[src/design/gbs_pkg.sv]
// Shared types, constants and helpers for the greedy box suppression block.
// No dependencies; every other file of the block but gbs_ram imports this package.
`timescale 1ns / 1ps

package gbs_pkg;

  localparam int COORD_W          = 12;
  localparam int AREA_W           = 2 * COORD_W;
  localparam int UNION_W          = AREA_W + 1;
  localparam int THR_W            = 9;
  localparam int TOTAL_W          = 7;
  localparam int MAX_ACCEPTED_DEF = 64;
  localparam logic [THR_W-1:0] THR_RESET = 9'd128;

  // One box in exclusive form: [left, left+width) by [top, top+height)
  typedef struct packed {
    logic [COORD_W-1:0] left;
    logic [COORD_W-1:0] top;
    logic [COORD_W-1:0] width;
    logic [COORD_W-1:0] height;
  } box_t;

  localparam int BOX_W = $bits(box_t);

  // Queued candidate with its own area worked out at intake
  typedef struct packed {
    logic               first_of_set;
    box_t               box;
    logic [AREA_W-1:0]  area;
  } item_t;

  // Overlap unit status seen by the sequencer
  typedef struct packed {
    logic busy;
    logic hit;
  } iou_status_t;

  // Length of the overlap of two spans, zero when they do not meet
  function automatic logic [COORD_W-1:0] span_overlap(
    input logic [COORD_W-1:0] a0,
    input logic [COORD_W-1:0] alen,
    input logic [COORD_W-1:0] b0,
    input logic [COORD_W-1:0] blen
  );
    logic [COORD_W:0] lo;
    logic [COORD_W:0] ae;
    logic [COORD_W:0] be;
    logic [COORD_W:0] hi;
    logic [COORD_W:0] diff;
    lo   = (a0 > b0) ? {1'b0, a0} : {1'b0, b0};
    ae   = {1'b0, a0} + {1'b0, alen};
    be   = {1'b0, b0} + {1'b0, blen};
    hi   = (ae < be) ? ae : be;
    diff = hi - lo;
    return (hi > lo) ? diff[COORD_W-1:0] : '0;
  endfunction

endpackage

[src/design/gbs_front.sv]
// Intake side: takes candidate boxes, works out their area and holds them
// in a two-entry queue for the back end. Depends on gbs_pkg.
`timescale 1ns / 1ps

module gbs_front (
  input  logic                        clk,
  input  logic                        rst,
  input  logic                        in_valid,
  output logic                        in_ready,
  input  logic                        first_of_set,
  input  logic [gbs_pkg::COORD_W-1:0] box_left,
  input  logic [gbs_pkg::COORD_W-1:0] box_top,
  input  logic [gbs_pkg::COORD_W-1:0] box_width,
  input  logic [gbs_pkg::COORD_W-1:0] box_height,
  output logic                        q_valid,
  input  logic                        q_pop,
  output gbs_pkg::item_t              q_item
);
  import gbs_pkg::*;

  item_t       entries [2];
  logic        wptr;
  logic        rptr;
  logic [1:0]  fill;
  item_t       item_in;
  logic        push;

  // Build the queue item and work out the area of the incoming box
  always_comb begin
    item_in.first_of_set = first_of_set;
    item_in.box.left     = box_left;
    item_in.box.top      = box_top;
    item_in.box.width    = box_width;
    item_in.box.height   = box_height;
    item_in.area         = AREA_W'(box_width) * AREA_W'(box_height);
  end

  assign in_ready = (fill != 2'd2);
  assign push     = in_valid && in_ready;
  assign q_valid  = (fill != 2'd0);
  assign q_item   = entries[rptr];

  // Store a transfer into the queue
  always_ff @(posedge clk) begin
    if (push) begin
      entries[wptr] <= item_in;
    end
  end

  // Advance pointers and fill level
  always_ff @(posedge clk) begin
    if (rst) begin
      wptr <= 1'b0;
      rptr <= 1'b0;
      fill <= 2'd0;
    end else begin
      if (push) begin
        wptr <= ~wptr;
      end
      if (q_pop) begin
        rptr <= ~rptr;
      end
      unique case ({push, q_pop})
        2'b10:   fill <= fill + 2'd1;
        2'b01:   fill <= fill - 2'd1;
        default: fill <= fill;
      endcase
    end
  end

endmodule

[config.mk]
export PLATFORM = sky130hd
export DESIGN_NAME = gbs_front
export DESIGN_NICKNAME = d
export VERILOG_FILES = /design/src/design/gbs_pkg.sv /design/src/design/gbs_front.sv
export SDC_FILE = /design/constraint.sdc
export NUM_CORES = 1
export LEC_CHECK = 0
export BUFFER_PORTS_ARGS = -buffer_cell sky130_fd_sc_hd__buf_2
export CAP_MARGIN = 20
export CELL_PAD_IN_SITES_DETAIL_PLACEMENT = 1
export CELL_PAD_IN_SITES_GLOBAL_PLACEMENT = 2
export CORE_ASPECT_RATIO = 2
export CORE_UTILIZATION = 44
export CTS_CLUSTER_SIZE = 14
export DETAILED_ROUTE_END_ITERATION = 8
export PLACE_DENSITY_LB_ADDON = 0.08
export SLEW_MARGIN = 20
export SYNTH_ARGS = -nofsm -noshare
export SYNTH_HDL_FRONTEND = slang
export SYNTH_SLANG_ARGS = --single-unit
[constraint.sdc]
create_clock -name clk -period 10 [get_ports clk]
set_input_delay 2 -clock clk [delete_from_list [all_inputs] [get_ports clk]]
set_output_delay 2 -clock clk [all_outputs]
set_load 0.02 [all_outputs]
==> impl_metrics.toml <==
[status]
status = "finished, final reports clean"

[drt]
routedWlPerCell_um = 19.9
drc = 0
vias_per_cell = 5.27
drt_wl_total_um = 24400
dr.pass1.iters = 5
drt_iter0_markers = 243
ant_nets = 0
vias = 6468

[layout]
antenna_cells = 0
final_cell_area_um2 = 11700
layout_common_cells = "edfxtp_1, inv_1, buf_2, fa_1, nand2_1"
utilization = 0.515
fillCellCount = 2402
final_common_cell = "edfxtp_1"
regArea_um2 = 4490
synthToLayoutAreaGrowth_pct = 14.2
final_cell_count_no_fill = 1227
drive_gt1_frac = 0.263
nets = 1150
multi_input_area_um2 = 5150

[setup_path]
reg2reg_setup_slack_ns = 7.94
reg2reg_from = "fill[0]$_SDFFE_PP0P_"
path_max_fanout = 14
crit_arrival_ns = 6.81
startpoint_type = "primary input"
path_class = "in2reg"
worst_r2r_path_depth = 4
required_ns = 10.23
r2r-end = "entries[0][43]$_DFFE_PP_"
endpoint_kind = "register"

[synthesis]
synth_cell_types = 51
yosysTopAreaCell = "edfxtp_1"
synth_fp_nets = 1036
synth_edf_count = 146
synth_cells = 820
ys_warn_count = 0
ys_seq_area_frac = 0.437
ys.flop_type = "edfxtp_1"
synth_seq_cells = 151
synthTopCellsByArea = "edfxtp_1, fa_1, mux2_2, ha_1, inv_1"
synth_top_area_frac = 0.428
syn_avg_cell_area_um2 = 12.5
synth-async-reset-ratio = 0
synthesis.area_um2 = 10300

[timing]
fin_crit_sh = 0.658
worstMarginPinSlew_ns = 1.08
fmax_mhz = 152
rsz0062_at_grt = "no"
fin_skew_ns = 0.0154
fin_tns_setup_ns = 0
finalHoldViolCount = 0
slew_viol_final = 0
holdWs_ns = 0.504
setup_violations = 0
min_period_ns = 6.58
maxSlewHeadroom = 0.282

[cts]
cts_root_buf = "clkbuf_16"
clockBufferDepth = 2
holdBufCountCts = 0
cts_tree = "yes"
cts.htree.levels = 4
post_cts_resized = 0
cts_setup_buffers = 0
clk_pin_slew_ns = 0.07
clock_sinks = 151
cts_buffers = 17
clk_latency_ns = 0.45

[placed_design]
io_buffers = 127
dp_cells = 1195
dp_hpwl_um = 19200
gp_routability_congestion = 0.796
placed_cell_area_um2 = 11100

[die]
start_util = 0.451
fp.dieW_um = 110
die-area_um2 = 24000
placementRows = 78
coreArea_um2 = 22700
boundaryPins = 128
die_h_um = 218

[pwr]
irDropWorstVdd_mv = 0.246
leakage_nw = 5.15
pwr_density_cell_nw_per_um2 = 293

[global_routing]
grt_max_degree = 74
grt_pass1_vias = 7360
globalRouteOverflowTotal = 0
track_usage = 0.221
grt_pass1_wl_um = 38100
antenna_found_initial = 0

[run]
maxCapViolations = 0

[min_path]
hold_end = "fill[1]$_SDFFE_PP0P_"
hold_depth = 2
min_from = "fill[1]$_SDFFE_PP0P_"
hold_class = "reg2reg"
-- synth_stat cells, types with 2 or more instances --
| master | count |
|---|---|
| nand2b_1 | 3 |
| dfxtp_1 | 5 |
| a21o_1 | 4 |
| nor2b_1 | 2 |
| o21ai_0 | 3 |
| nand4_1 | 2 |
| nor3_1 | 2 |
| o21a_1 | 3 |
| a211o_1 | 2 |
| fa_1 | 100 |
| o211ai_1 | 2 |
| and2_1 | 59 |
| nor2_1 | 15 |
| a211oi_1 | 5 |
| clkbuf_1 | 33 |
| or3_1 | 3 |
| a31oi_1 | 2 |
| a21oi_1 | 17 |
| o21ai_1 | 2 |
| inv_1 | 135 |
| ha_1 | 63 |
| mux2_2 | 73 |
| nand2_1 | 92 |
| nand3_1 | 2 |
| and2_4 | 2 |
| edfxtp_1 | 146 |
| xor2_1 | 5 |
| xnor2_1 | 15 |
-- layer usage --
layer  track usage  part of all wire  up-vias
met4         0.126             0.046        0
met3        0.0395             0.030       48
met5             0                 0        -
met1         0.192              0.30     3347
li1              -                 -     2934
met2         0.443              0.62      139
-- registers in the layout (all words and copies together), names as in the netlist, named ones only --
signal   count
wptr         1
fill         2
entries    146
rptr         1
-- per-stage QoR --
stage	setup WS [ns]	total power [mW]
after floorplan	3.41	2.33
after global placement	3.00	2.81
after detailed placement	2.95	2.87
after CTS	3.43	3.50
after global routing	3.25	3.68
final	3.42	3.43
-- cell type report --
type	count	share of cell area
Multi-Input combinational cell	501	0.440
Clock buffer	17	0.0363
Inverter	135	0.0433
Sequential cell	151	0.383
Tap cell	280	0.0299
Timing Repair Buffer	128	0.0549
Clock inverter	15	0.0120
-- critical path, cell delays in order --
cell      delay, ns
buf_2          0.28
nand2_1        0.14
fa_1           0.58
fa_1           0.46
fa_1           0.55
inv_1          0.05
fa_1           0.48
inv_1          0.05
fa_1           0.47
inv_1          0.04
ha_1           0.36
and4_4         0.22
or3_1          0.32
o22ai_2        0.18
a211oi_2       0.09
o211a_1        0.22
a311oi_2       0.29
-- power breakdown --
part           switching, mW  internal (mW)  total [mW]
registers             0.0413          0.966        1.01
logic                   1.09          0.718        1.81
clock network          0.283          0.327       0.611
total                   1.42           2.01        3.43
-- cells by family after synthesis --
| kind of cell | Yosys count | share of synthesized area |
|---|---|---|
| buffers and inverters | 168 | 0.0615 |
| xor gates and xnor gates | 20 | 0.0171 |
| adders and majority gates | 163 | 0.272 |
| and+or+nand+nor | 191 | 0.0926 |
| AOI/OAI and AO/OA | 53 | 0.0381 |
| muxes | 74 | 0.0813 |
| DFF | 151 | 0.437 |
-- worst max path at each step --
stage	cells past startpoint	startpoint	to	slack [ns]
4_1_cts	17	box_width[10]	entries[0][20]$_DFFE_PP_	3.43
2_1_floorplan	17	box_height[3]	entries[0][18]$_DFFE_PP_	3.41
3_3_place_gp	17	box_width[10]	entries[0][20]$_DFFE_PP_	3.00
3_5_place_dp	17	box_width[7]	entries[1][20]$_DFFE_PP_	2.95
5_1_grt	17	box_width[7]	entries[0][20]$_DFFE_PP_	3.25
6_report	17	box_width[7]	entries[1][20]$_DFFE_PP_	3.42
Power figures use the tool's default switching activity.
